`config.mk`:
```
export PLATFORM = sky130hd
export DESIGN_NAME = cgts_fifo
export DESIGN_NICKNAME = d
export VERILOG_FILES = /design/src/rtl/core/cgts_pkg.sv /design/src/rtl/core/cgts_fifo.sv
export SDC_FILE = /design/constraint.sdc
export NUM_CORES = 1
export LEC_CHECK = 0
export ABC_AREA = 1
export BUFFER_PORTS_ARGS = -buffer_cell sky130_fd_sc_hd__buf_4
export CORE_AREA = 4 4 130 132
export CTS_CLUSTER_DIAMETER = 150
export DETAILED_ROUTE_END_ITERATION = 6
export DIE_AREA = 0 0 134 136
export PLACE_DENSITY_LB_ADDON = 0.08
export SLEW_MARGIN = 40
export SYNTH_ARGS = -nofsm -noshare
export SYNTH_HDL_FRONTEND = slang
export SYNTH_SLANG_ARGS = --single-unit
```
`constraint.sdc`:
```
create_clock -name clk_i -period 9.6 [get_ports clk_i]
set_clock_uncertainty 0.2 [all_clocks]
set_input_delay 1.44 -clock clk_i [delete_from_list [all_inputs] [get_ports clk_i]]
set_output_delay 1.44 -clock clk_i [all_outputs]
set_load 0.03 [all_outputs]
```
`src/rtl/core/cgts_pkg.sv`:
```
`timescale 1ns / 1ps
// cgts_pkg: shared types and constants for the cfl global time step unit
// no dependencies

package cgts_pkg;

  localparam int FracBits = 16;
  localparam int MinW     = FracBits + 1;
  localparam logic [MinW-1:0] OneFix = MinW'(1) << FracBits;

  // configuration register indexes
  localparam logic [1:0] RegGamma   = 2'd0;
  localparam logic [1:0] RegGammaM1 = 2'd1;
  localparam logic [1:0] RegCellW   = 2'd2;
  localparam logic [1:0] RegCourant = 2'd3;

  localparam logic [17:0] GammaRst   = 18'd91750;
  localparam logic [17:0] GammaM1Rst = 18'd26214;
  localparam logic [16:0] CellWRst   = 17'd655;
  localparam logic [17:0] CourantRst = 18'd52429;

  typedef struct packed {
    logic [17:0] gamma;
    logic [17:0] gamma_m1;
    logic [16:0] cell_w;
    logic [17:0] courant;
  } cfg_t;

  // one classified cell
  typedef struct packed {
    logic [30:0]        r;     // density when positive
    logic [31:0]        m;     // momentum magnitude
    logic signed [31:0] ene;
    logic               last;
    logic               bad;   // density not positive
  } item_t;

  typedef struct packed {
    logic            div_busy;
    logic            sqrt_busy;
    logic [MinW-1:0] min_val;
  } status_t;

endpackage

```
`src/rtl/core/cgts_fifo.sv`:
```
`timescale 1ns / 1ps
// cgts_fifo: two entry queue between front and back
// depends on cgts_pkg

module cgts_fifo import cgts_pkg::*; (
  input  logic       clk_i,
  input  logic       rst_ni,
  input  logic       push_i,
  input  item_t      item_i,
  output logic       full_o,
  input  logic       pop_i,
  output logic       valid_o,
  output item_t      item_o,
  output logic [1:0] count_o
);

  item_t      mem_q [2];
  logic       wr_q, wr_d, rd_q, rd_d;
  logic [1:0] cnt_q, cnt_d;

  assign full_o  = cnt_q[1];
  assign valid_o = cnt_q != 2'd0;
  assign item_o  = mem_q[rd_q];
  assign count_o = cnt_q;

  always_comb begin
    wr_d  = wr_q ^ push_i;
    rd_d  = rd_q ^ (pop_i && valid_o);
    cnt_d = cnt_q + 2'(push_i) - 2'(pop_i && valid_o);
  end

  always_ff @(posedge clk_i) begin
    if (push_i) begin
      mem_q[wr_q] <= item_i;
    end
  end

  always_ff @(posedge clk_i or negedge rst_ni) begin
    if (!rst_ni) begin
      wr_q  <= 1'b0;
      rd_q  <= 1'b0;
      cnt_q <= 2'd0;
    end else begin
      wr_q  <= wr_d;
      rd_q  <= rd_d;
      cnt_q <= cnt_d;
    end
  end

endmodule

```
Word-level counts from Yosys, hierarchy flattened --
Memories as Yosys holds them, arrays and structs flattened. Index checks and enable logic that the tools add are counted.
Operators by class: add/sub/neg operators 2, reductions and logical operators 2, bitwise logic cells 2, muxes and demuxes 2
Operators by type and width (number):
- $add A2 B1 Y2 | 1
- $mux W1 | 2
- $reduce_bool A2 Y1 | 1
- $sub A2 B1 Y2 | 1
- $xor A1 B1 Y1 | 2
- $logic_and A1 B1 Y1 | 1
Storage, ports and cells: RAM bits 194, memories kept 1, output and inout port bits 101, bits of input ports 101, logic and storage cells 12, register bits 4
Memory list:
- mem_q | words 2, bits a word 97, read ports 1, clocked after Yosys merged registers in 0, write ports 1, RTL line cgts_fifo.sv:17 | item_t mem_q [2];

Longest topological paths before layout --
depth in word-level cells 3, depth in mapped cells 10, mapped depth without buffers 10

Worst setup path after synthesis --
Ideal clock, no wire load.
kind input to register, start point input push_i, end point memory mem_q[0][0] in the netlist's numbering, enable pin, library setup time 0.467 ns, cell stages on the path 1, data required time 8.933 ns, path slack 5.193 ns, path buffers 0, arrival time 3.740 ns, path through ha_1
On the way: cells in the longest elaborated chain, start to end 2
Ends and longest elaborated chain:
- start, declared | RTL line cgts_fifo.sv:8 | input logic push_i,
- $mux W1 | RTL line cgts_fifo.sv:33 | if (push_i) begin
- $mux W1 (implied by the code) | RTL line cgts_fifo.sv:34 | mem_q[wr_q] <= item_i;
- end, declared | RTL line cgts_fifo.sv:17
No other way between the ends.

==> run summary <==
TritonCTS clock tree: done
Worst-Margin Slew: 0.780 ns
post-route cell area: 0.00955 mm²
CTS Buf Count: 17
power after layout: 3.18 mW
Final ANT Viol Nets: 0
Die Wd: 134 µm
global route total overflow: 0
CP delay by family, top: flip-flops
hpwl dp: 9.66 mm
total vias in the final route: 4,455
register area share after synthesis: 81.3%
synth cell count leaders: nand2_1 (300), edfxtp_1 (194), buf_2 (14)
number of synthesized flops with an enable pin: 194
final net count: 841
Period minus WS final: 3.91 ns
die area: 0.0182 mm²
# Post-CTS Setup Buffers: 0
syn_nets: 640
initial core utilization: 46.4%
WP depth: 4
DR pass1 iterations: 6
synth unique cells: 10
area fraction in compound gates after synthesis: 0%
Antenna Diode Count: 0
vias in the first global route: 4,347
critical path's slowest cell: dfrtp_4
Crit path arrival time: 2.27 ns
DRC violations left: 0
crit path to: item_o[34]
critical-path cell list: buf_4, nand2_1, nand2_1, buf_4
Worst Path Required: 7.96 ns
post-synth top area share: 79.9%
Crit Path Class: register to output pin
number of synthesized register bits: 198
status: completed
VDD IR max: 0.195 mV
HP Class: register to register
largest family of logic cells by synthesized area: simple AND/OR/NAND/NOR gates
post-synthesis xor/xnor area fraction: 0%
Reg-to-Reg End: mem_q[0][10]$_DFFE_PP_
crit path buf inv count: 2
wire per inst: 15.7 µm
Max Cap Viol: 0
RSZ-0062 raised after global routing: no
setup slack, reg-to-reg: 7.16 ns
Slew Limit Fails: 0
Yosys top cell by area: edfxtp_1
final hold vios: 0
fmax: 0.255 GHz
ys async rst share: 2.02%
clk_lat worst skew: 0.42 ns
Syn Std Cell Area: 0.00729 mm²
Clock transition at path regs: 0.06 ns
worst r2r src: wr_q$_DFF_PN0_
Final Setup Violations: 0
CTS sink cnt: 198
GRT Overall Usage: 16.8%
port bufs: 201
H-tree Lvls: 4
Adder-Cell Fraction of Synth Area: 0.687%
first-pass GRT wire length: 23.0 mm
most common cell in the netlist: nand2_1
via/cell ratio: 4.62
CP Launch Type: register
Die H: 136 µm
CP max FO: 53
cells after synthesis: 535
max_slew headroom: 48.0%
dpl cell area: 0.00898 mm²
Final Wtd Congestion: 0.731
PwrDens: 333 mW/mm²
setup TNS: 0 ns
crit share post-route: 40.8%
CP peak stage delay: 0.78 ns
maximum clock path buffer count: 2
Syn Area/Cell: 13.6 µm²
Simple-Gate Fraction of Synth Area: 15.6%
Leak: 4.09 nW
Critical Path Source: rd_q$_DFF_PN0_
Primary FF master, synth: edfxtp_1
Layout area overhead: 31.0%
initial DRC count: 247
R2R depth: 3
clock root buffer: clkbuf_16
dominant cells by area after synthesis: edfxtp_1 (80%), nand2_1 (15%), dfrtp_1 (1.4%)
initial antenna violation count: 0
Rows: 46
Post-CTS Hold Fix Bufs: 0
synth warn: 0
Worst setup EP type: output pin
core box area: 0.0157 mm²
mux share of post-synthesis cell area: 0%
largest net degree at the start of global routing: 99
share of cells above drive strength 1: 31.4%
post_cts resized: 0
Routed WL: 15.2 mm
# IOs: 202
## power breakdown
group / switching [mW] / internal, mW
logic: 0.883 / 0.400
clock network: 0.297 / 0.382
registers: 0.0702 / 1.15
total: 1.25 / 1.93
## per-stage QoR
stage	utilization, %	std cells	hold WS (ns)	worst slack, ns
after floorplan	-	535	0.380	5.19
after global placement	57.1	933	0.396	5.94
after detailed placement	57.2	933	0.459	6.05
after CTS	60.8	965	0.469	5.64
after global routing	60.8	965	0.522	5.50
final	60.8	965	0.454	5.69
## cell families after synthesis
logic type               Yosys count
AND/OR/NAND/NOR                  302
flip-flops                       198
buffers and inverters             31
adder cells (fa/ha/maj)            4
## state kept, by name, indices dropped and copies added (netlist names)
signal and flops:
rd_q 1, mem_q 194, count_o 2, wr_q 1
## cell usage in the layout (no fill, tap or decap)
| cell type | count |
|---|---|
| clkinv_2 | 2 |
| inv_1 | 8 |
| clkinv_1 | 3 |
| clkbuf_16 | 17 |
| ha_4 | 2 |
| dfrtp_4 | 1 |
| bufinv_16 | 2 |
| clkinv_4 | 4 |
| buf_4 | 204 |
| clkinvlp_4 | 1 |
| dfrtp_1 | 3 |
| nand2_1 | 300 |
| clkbuf_1 | 2 |
| nand3_1 | 2 |
| ha_1 | 2 |
| inv_6 | 2 |
| edfxtp_1 | 194 |
## layout make-up
class                   instances  area, µm²
clock buffers                  19        433
clock inverters                13        133
fillers                      1274       6170
inverters                       9       38.8
multi-input cells             306       1210
flip-flops and latches        198       5930
well taps                     216        270
repair buffers                204       1530
## routing by layer
metal  vias up  track usage, %  part of all wire [%]
li1       2194               -                     -
met1      2104            21.1                    42
met2       140            26.3                    48
met3        17            6.92                   8.6
met4         0            6.17                   1.5
met5         -               0                     0
## worst min-delay path: cells and delay by family (launching register included)
family	cells	cell delay, ns
AND/OR/NAND/NOR	3	0.21
flip-flops	1	0.40
## worst min-delay path by stage
stage	start	endpoint	slack (ns)	cells after the start
4_1_cts	count_o[1]$_DFF_PN0_	count_o[1]$_DFF_PN0_	0.47	3
5_1_grt	wr_q$_DFF_PN0_	wr_q$_DFF_PN0_	0.52	3
2_1_floorplan	wr_q$_DFF_PN0_	wr_q$_DFF_PN0_	0.38	3
3_5_place_dp	count_o[1]$_DFF_PN0_	count_o[1]$_DFF_PN0_	0.46	3
3_3_place_gp	count_o[1]$_DFF_PN0_	count_o[1]$_DFF_PN0_	0.40	3
6_report	count_o[1]$_DFF_PN0_	count_o[1]$_DFF_PN0_	0.45	3
Note: power is estimated with default switching activity, not from simulation.
