$ cat src/rtl/core/cgts_pkg.sv
`timescale 1ns / 1ps
// cgts_pkg: shared types and constants for the cfl global time step unit
// no dependencies

package cgts_pkg;

  localparam int FracBits = 16;
  localparam int MinW     = FracBits + 1;
  localparam logic [MinW-1:0] OneFix = MinW'(1) << FracBits;

  // configuration register indexes
  localparam logic [1:0] RegGamma   = 2'd0;
  localparam logic [1:0] RegGammaM1 = 2'd1;
  localparam logic [1:0] RegCellW   = 2'd2;
  localparam logic [1:0] RegCourant = 2'd3;

  localparam logic [17:0] GammaRst   = 18'd91750;
  localparam logic [17:0] GammaM1Rst = 18'd26214;
  localparam logic [16:0] CellWRst   = 17'd655;
  localparam logic [17:0] CourantRst = 18'd52429;

  typedef struct packed {
    logic [17:0] gamma;
    logic [17:0] gamma_m1;
    logic [16:0] cell_w;
    logic [17:0] courant;
  } cfg_t;

  // one classified cell
  typedef struct packed {
    logic [30:0]        r;     // density when positive
    logic [31:0]        m;     // momentum magnitude
    logic signed [31:0] ene;
    logic               last;
    logic               bad;   // density not positive
  } item_t;

  typedef struct packed {
    logic            div_busy;
    logic            sqrt_busy;
    logic [MinW-1:0] min_val;
  } status_t;

endpackage

$ cat src/rtl/core/cgts_front.sv
`timescale 1ns / 1ps
// cgts_front: accepts cells and classifies them for the queue
// depends on cgts_pkg

module cgts_front import cgts_pkg::*; (
  input  logic               in_valid_i,
  output logic               in_ready_o,
  input  logic signed [31:0] density_i,
  input  logic signed [31:0] momentum_i,
  input  logic signed [31:0] energy_i,
  input  logic               last_cell_i,
  input  logic               full_i,
  output logic               push_o,
  output item_t              item_o
);

  assign in_ready_o = !full_i;
  assign push_o     = in_valid_i && !full_i;

  always_comb begin
    item_o      = '0;
    item_o.r    = density_i[30:0];
    item_o.m    = momentum_i[31] ? 32'(-momentum_i) : 32'(momentum_i);
    item_o.ene  = energy_i;
    item_o.last = last_cell_i;
    // non-positive density
    item_o.bad  = density_i[31] || (density_i == 32'sd0);
  end

endmodule

$ cat config.mk
export PLATFORM = sky130hd
export DESIGN_NAME = cgts_front
export DESIGN_NICKNAME = d
export VERILOG_FILES = /design/src/rtl/core/cgts_pkg.sv /design/src/rtl/core/cgts_front.sv
export SDC_FILE = /design/constraint.sdc
export NUM_CORES = 1
export LEC_CHECK = 0
export BUFFER_PORTS_ARGS = -buffer_cell sky130_fd_sc_hd__buf_2
export CORE_MARGIN = 8
export CORE_UTILIZATION = 34
export DETAILED_ROUTE_END_ITERATION = 10
export GPL_ROUTABILITY_DRIVEN = 0
export PLACE_DENSITY_LB_ADDON = 0.08
export SYNTH_ARGS = -nofsm -noshare
export SYNTH_HDL_FRONTEND = slang
export SYNTH_SLANG_ARGS = --single-unit
$ cat constraint.sdc
create_clock -name vclk -period 2.2
set_input_delay 0.11 -clock vclk [all_inputs]
set_output_delay 0.11 -clock vclk [all_outputs]
set_load 0.005 [all_outputs]
=== After elaboration in Yosys (flattened, before gate mapping) ===
Cells that the tools add are included.

* Register bits after elaboration: 0
* Latch bits: 0
* RAM bits: 0
* ROM bits: 0
* Input bits: 99
* Output and inout port bits: 99
* Memories: 0

* Add/subtract/negate cells: 1
* $mul: 0
* Div/mod/pow operators: 0
* Order comparisons: 0
* Eq/ne operators: 0
* Shift-type cells: 0
* Multiplexer cells: 1
* Bitwise logic cells: 0
* Reduce and logical (&&, ||, !) cells: 4

{| class="wikitable"
|+ Operator list
! kind !! count
|-
| $logic_not A32 Y1 || 1
|-
| $mux W32 || 1
|-
| $neg A32 Y32 || 1
|-
| $logic_and A1 B1 Y1 || 1
|-
| $logic_not A1 Y1 || 1
|-
| $logic_or A1 B1 Y1 || 1
|}

=== Longest topological paths before layout ===
Gate-level depths: netlist of the first run.

* Depth in word-level cells: 2
* Mapped depth: 6

=== Worst setup path before layout of the first run ===
OpenSTA, ideal clock, no wires.

* Path kind: input to output
* Start: in momentum_i[13]
* End: out item_o[63] (netlist bit)
* Arrival time: 1.340 ns
* Setup slack: 0.750 ns
* Stages: 4
* Path through: or3_4 > or3_4 > o41ai_4 > xnor2_1

{| class="wikitable"
|+ RTL lines
! item !! RTL line !! RTL
|-
| start: declaration || cgts_front.sv:9 || <nowiki>input logic signed [31:0] momentum_i,</nowiki>
|-
| end: declaration || cgts_front.sv:14 || <nowiki>output item_t item_o</nowiki>
|}

==> flow_summary_export.csv, run 1 <==
group,metric,value,unit
sta,worst_pin_slew,0.579,ns
grt,track_usage,12.9,%
synthesis,yosysWarnings,0,
final_layout,nNetsFinal,342,
worst_setup_path,cp.arrival,1.67,ns
worst_setup_path,crit_family,"simple AND/OR/NAND/NOR gates",
synthesis,syn_inst,177,
run,maxCapViolCount,0,
final_layout,ff_latch_area,0,µm²
status,status,"finished clean",
synthesis,synth_top_cell_by_area,"buf_4",
synthesis,netlist.area_leader.share,35.4,%
worst_setup_path,crit_top_cell,"buf_2",
die,die_h,79.7,µm
synthesis,yosysSeqAreaShare,0,%
sta,finalSetupTns,0,ns
placement,io_buffers,132,
die,initial_core_util,34.9,%
power_and_ir_drop,switching_share,48.1,%
sta,rsz0062_at_grt,"no",
final_layout,seq_cells,0,
worst_setup_path,cp_cell_sequence,"buf_2 > nor4_4 > nand2_1 > o41ai_1 > xnor2_1 > buf_2",
power_and_ir_drop,p_int,159,µW
drt,drt-total-wl,4.78,mm
grt,grt_pass1_wl,7.03,mm
power_and_ir_drop,vdd_drop_max,76.4,µV
final_layout,syn2layout_area_growth,14.7,%
worst_setup_path,critical-path-max-stage-delay,0.48,ns
final_layout,nClkBuffers,0,
drt,wl_per_cell,16.5,µm
synthesis,yosys-top-cells-area,"buf_4, xnor2_1, o31ai_1",
synthesis,yosysUniqueCellTypes,28,
sta,relSlewSlack,61.4,%
grt,grt_pass1_vias,1475,
drt,drtIter0Drc,26,
power_and_ir_drop,leakage,0.742,nW
grt,antenna_found_initial,0,
sta,min_period,1.78,ns
worst_hold_path,holdCritPathClass,"in -> out",
drt,vias,1395,
die,io_pins,198,
worst_setup_path,crit_buf_inv,2,
sta,setup_violations,0,
worst_setup_path,slowest_stage,"o41ai_1",
worst_setup_path,worstSetupPathType,"in -> out",
grt,grt-ovfl-total,0,
sta,fmax,562,MHz
sta,fin_crit_sh,80.9,%
drt,via_per_inst,4.81,
die,dieArea,6340,µm²
clock_tree,ctsResizeCount,0,
power_and_ir_drop,p_switching,147,µW
power_and_ir_drop,clkPwrFrac,0,%
drt,antenna_left,0,
die,core-area,3940,µm²
synthesis,synth_fp_nets,277,
drt,dr.pass1.iters,6,
power_and_ir_drop,p_per_area,194,nW/µm²
final_layout,drive_gt1_share,60.8,%
worst_setup_path,crit_fanout,12,
synthesis,syn_area,1380,µm²
drt,route.detailed.drc,0,
clock_tree,cts_hold_buf,0,
die,num_rows,23,
power_and_ir_drop,power_frac_seq,0,%
sta,hold_viol,0,
placement,hpwl,4.33,mm
grt,grt_max_degree,33,
synthesis,syn_area_per_cell,7.78,µm²
worst_setup_path,required,2.09,ns
worst_setup_path,cp-start-kind,"input pin",
final_layout,n_antenna_cell,0,
sta,slew_viol_final,0,
worst_setup_path,setup.worst_path.end_class,"primary output",
power_and_ir_drop,total_power,306,µW
power_and_ir_drop,power_frac_comb,100.0,%
die,chipWidth,79.7,µm
clock_tree,post_cts_buffers,0,
## routing by layer
metal,wire length (µm),global-route usage [%],vias up
li1,-,-,692
met1,1490,11.7,590
met2,2310,23.6,95
met3,863,7.66,18
met4,121,3.33,0
met5,0,0,-
## cells in the final DEF, fill, tap and decap left out, types with 2 or more instances in the layout
| master | n |
|---|---|
| nand2_1 | 11 |
| nor3_1 | 5 |
| nor4_1 | 11 |
| xnor2_1 | 29 |
| o41ai_1 | 4 |
| nand2b_1 | 2 |
| inv_1 | 4 |
| nor4_4 | 3 |
| o41ai_2 | 4 |
| or3_4 | 2 |
| o21ai_0 | 7 |
| buf_2 | 132 |
| o31ai_1 | 10 |
| nand4_1 | 3 |
| or2_2 | 2 |
## worst paths after layout
kind          start         end  slack [ns]  cells after the start
max   momentum_i[5]  item_o[51]        0.42                      6
min    energy_i[22]  item_o[24]        0.22                      0
## cell families (layout without fill, tap and decap cells)
| logic type | count (synthesis) | after routing | synth area share (%) |
|---|---|---|---|
| compound gates | 27 | 27 | 17.8 |
| xor+xnor | 29 | 29 | 18.4 |
| fa+ha+maj | 1 | 1 | 0.908 |
| buf+inv | 74 | 137 | 39.4 |
| simple gates | 46 | 46 | 23.4 |
## cell type report
type | instances | area, µm²
Inverter | 4 | 15.0
Timing Repair Buffer | 133 | 668
Multi-Input combinational cell | 103 | 835
Tap cell | 50 | 62.6
Fill cell | 430 | 2360
## metrics by stage
stage                     cell area (µm²)  hold WS, ns  setup WS [ns]  instances  utilization [%]
after global placement               1580        0.220          0.425        290             40.1
after floorplan                      1380        0.247          0.750        177                -
final                                1580        0.220          0.420        290             40.1
after detailed placement             1580        0.220          0.397        290             40.1
after global routing                 1580        0.220          0.292        290             40.1
after CTS                            1580        0.220          0.399        290             40.1
## power groups by stage
stage                     logic (mW)  clock network [mW]  registers (mW)
final                          0.306                   0               0
after global routing           0.339                   0               0
after CTS                      0.314                   0               0
after detailed placement       0.312                   0               0
after global placement         0.315                   0               0
after floorplan                0.210                   0               0
## synth_stat cells
| master | instances |
|---|---|
| clkbuf_1 | 2 |
| or3_4 | 2 |
| nand4_4 | 1 |
| nand2_1 | 11 |
| buf_2 | 1 |
| ha_1 | 1 |
| o21ai_0 | 7 |
| nand3b_1 | 1 |
| o41ai_4 | 1 |
| nand4_1 | 3 |
| clkbuf_8 | 2 |
| nor2_1 | 1 |
| xnor2_1 | 29 |
| nor4_4 | 3 |
| nand2b_1 | 2 |
| nor3_1 | 5 |
| or2_2 | 2 |
| o41ai_2 | 4 |
| nand3_1 | 1 |
| nor4_1 | 11 |
| o41ai_1 | 4 |
| o21bai_1 | 1 |
| buf_4 | 65 |
| or3_1 | 1 |
| nor2b_1 | 1 |
| inv_1 | 4 |
| or4_1 | 1 |
| o31ai_1 | 10 |
(Power assumes the default switching activity.)
==> inputs of run 2 (changes only) <==
CORE_UTILIZATION = 32   (was 34)
clock period = 1.7 ns   (was 2.2 ns; I/O delays follow)
==> run 2 against run 1 <==
  * Final cell count grew 4.1%
  * Critical path depth is the same
  * Die area grew 5.0%
  * Critical path type unchanged
  * Count of clock-buffer cells in the layout is the same
  * Critical endpoint is now item_o[61]
  * Global-route usage shrank 0.51 points
  * Final area grew 8.6%
  * Highest routed layer unchanged
  * Combinational power grew 37%
  * Non-clock buffer count grew 10
==> flow_summary_export.csv, run 2 (same netlist as run 1, synthesis figures left out) <==
group,metric,value,unit
sta,rsz0062_at_grt,"yes",
worst_setup_path,required,1.62,ns
die,initial_core_util,32.3,%
drt,route.detailed.drc,0,
grt,grt_pass1_vias,1363,
grt,grt_pass1_wl,6.86,mm
worst_hold_path,whs_path_depth,0,
placement,hpwl,4.40,mm
die,chipWidth,81.6,µm
power_and_ir_drop,p_per_area,244,nW/µm²
power_and_ir_drop,vdd_drop_max,82.2,µV
drt,wl_per_cell,16.6,µm
final_layout,ff_latch_area,0,µm²
drt,drt-total-wl,5.02,mm
worst_setup_path,crit_fanout,4,
die,core-area,4260,µm²
placement,io_buffers,132,
sta,setup_violations,0,
sta,relSlewSlack,56.7,%
sta,hold_slack,0.170,ns
worst_setup_path,crit_end,"item_o[61]",
drt,dr.pass1.iters,4,
sta,fmax,591,MHz
sta,slew_viol_final,0,
drt,vias,1447,
final_layout,nNetsFinal,352,
die,io_pins,198,
grt,antenna_found_initial,0,
final_layout,seq_cells,0,
final_layout,syn2layout_area_growth,24.6,%
drt,met1_length,1.73,mm
status,status,"finished clean",
power_and_ir_drop,leakage,0.828,nW
worst_setup_path,setup.worst_path.end_class,"primary output",
power_and_ir_drop,total_power,419,µW
drt,via_per_inst,4.79,
final_layout,most-common-layout-cells,"buf_2, xnor2_1, o31ai_1, nand2_1, buf_4",
grt,grt_max_degree,33,
drt,antenna_left,0,
worst_setup_path,cp-start-kind,"input pin",
sta,fin_crit_sh,99.5,%
final_layout,nClkBuffers,0,
die,dieArea,6660,µm²
run,maxCapViolCount,0,
final_layout,n_antenna_cell,0,
drt,met2_length,2.40,mm
worst_setup_path,worstSetupPathType,"in -> out",
final_layout,drive_gt1_share,64.0,%
die,num_rows,24,
die,die_h,81.6,µm
drt,drtIter0Drc,40,
grt,track_usage,12.4,%
sta,worst_pin_slew,0.649,ns
sta,hold_viol,0,
final_layout,mostFrequentLayoutCell,"buf_2",
drt,maxUsedRoutingLayer,"met4",
worst_setup_path,startpoint,"momentum_i[11]",
clock_tree,cts_hold_buf,0,
worst_hold_path,holdCritPathClass,"in -> out",
drt,met3_length,748,µm
grt,grt-ovfl-total,0,
worst_setup_path,cp.arrival,1.61,ns
sta,min_period,1.69,ns
## run 2: cell count changes in the layout (fill, tap and decap cells not counted)
| cell | before | now |
|---|---|---|
| buf_4 | 1 | 10 |
| buf_6 | 0 | 3 |
| buf_2 | 132 | 130 |
| nor4_1 | 11 | 9 |
| nor4_2 | 0 | 2 |
| o41ai_2 | 4 | 2 |
| o41ai_4 | 1 | 3 |
| nand2_1 | 11 | 10 |
| nand2_2 | 0 | 1 |
| nor3_1 | 5 | 4 |
| nor3_2 | 0 | 1 |
## run 2: cell type report
| class | count | area, µm² |
|---|---|---|
| tap | 52 | 65.1 |
| fill | 472 | 2550 |
| timing repair buffer | 143 | 759 |
| inverter | 4 | 15.0 |
| multi-input combinational | 103 | 877 |
## run 2: layer usage
metal,vias to the layer above,global-route usage [%]
met5,-,0
met3,20,3.39
li1,713,-
met1,630,14.8
met4,0,4.21
met2,84,20.8
## run 2: how the worst min path moves through the flow
| stage | start | end | slack, ns |
|---|---|---|---|
| 2_1_floorplan | full_i | in_ready_o | 0.20 |
| 3_3_place_gp | energy_i[6] | item_o[8] | 0.17 |
| 3_5_place_dp | energy_i[6] | item_o[8] | 0.17 |
| 4_1_cts | energy_i[6] | item_o[8] | 0.17 |
| 5_1_grt | energy_i[23] | item_o[25] | 0.17 |
| 6_report | energy_i[19] | item_o[21] | 0.17 |
## run 2: through the flow
step           area (µm²)  std cells  setup TNS [ns]  setup slack, ns  utilization [%]
2_1_floorplan        1380        177               0            0.300                -
3_3_place_gp         1640        299         -0.0385          -0.0385             38.4
3_5_place_dp         1640        299         -0.0562          -0.0323             38.4
4_1_cts              1660        300               0         0.000890             39.0
5_1_grt              1720        302          -0.366          -0.0637             40.3
6_report             1720        302               0          0.00926             40.3
## run 2: critical path: stages
cell and delay [ns]:
buf_6 0.09, or3_4 0.39, or3_4 0.42, o31ai_1 0.31, xnor2_1 0.16, buf_2 0.14
## run 2: where the power goes
part,internal [mW],switching (mW)
sequential,0,0
clock,0,0
combinational,0.218,0.200
## run 2: what timing repair did
item,CTS,global route
buffers inserted,1,2
gates resized for setup,3,7
cloned,0,0
endpoints found under the setup margin,4,16
pin swaps,1,7
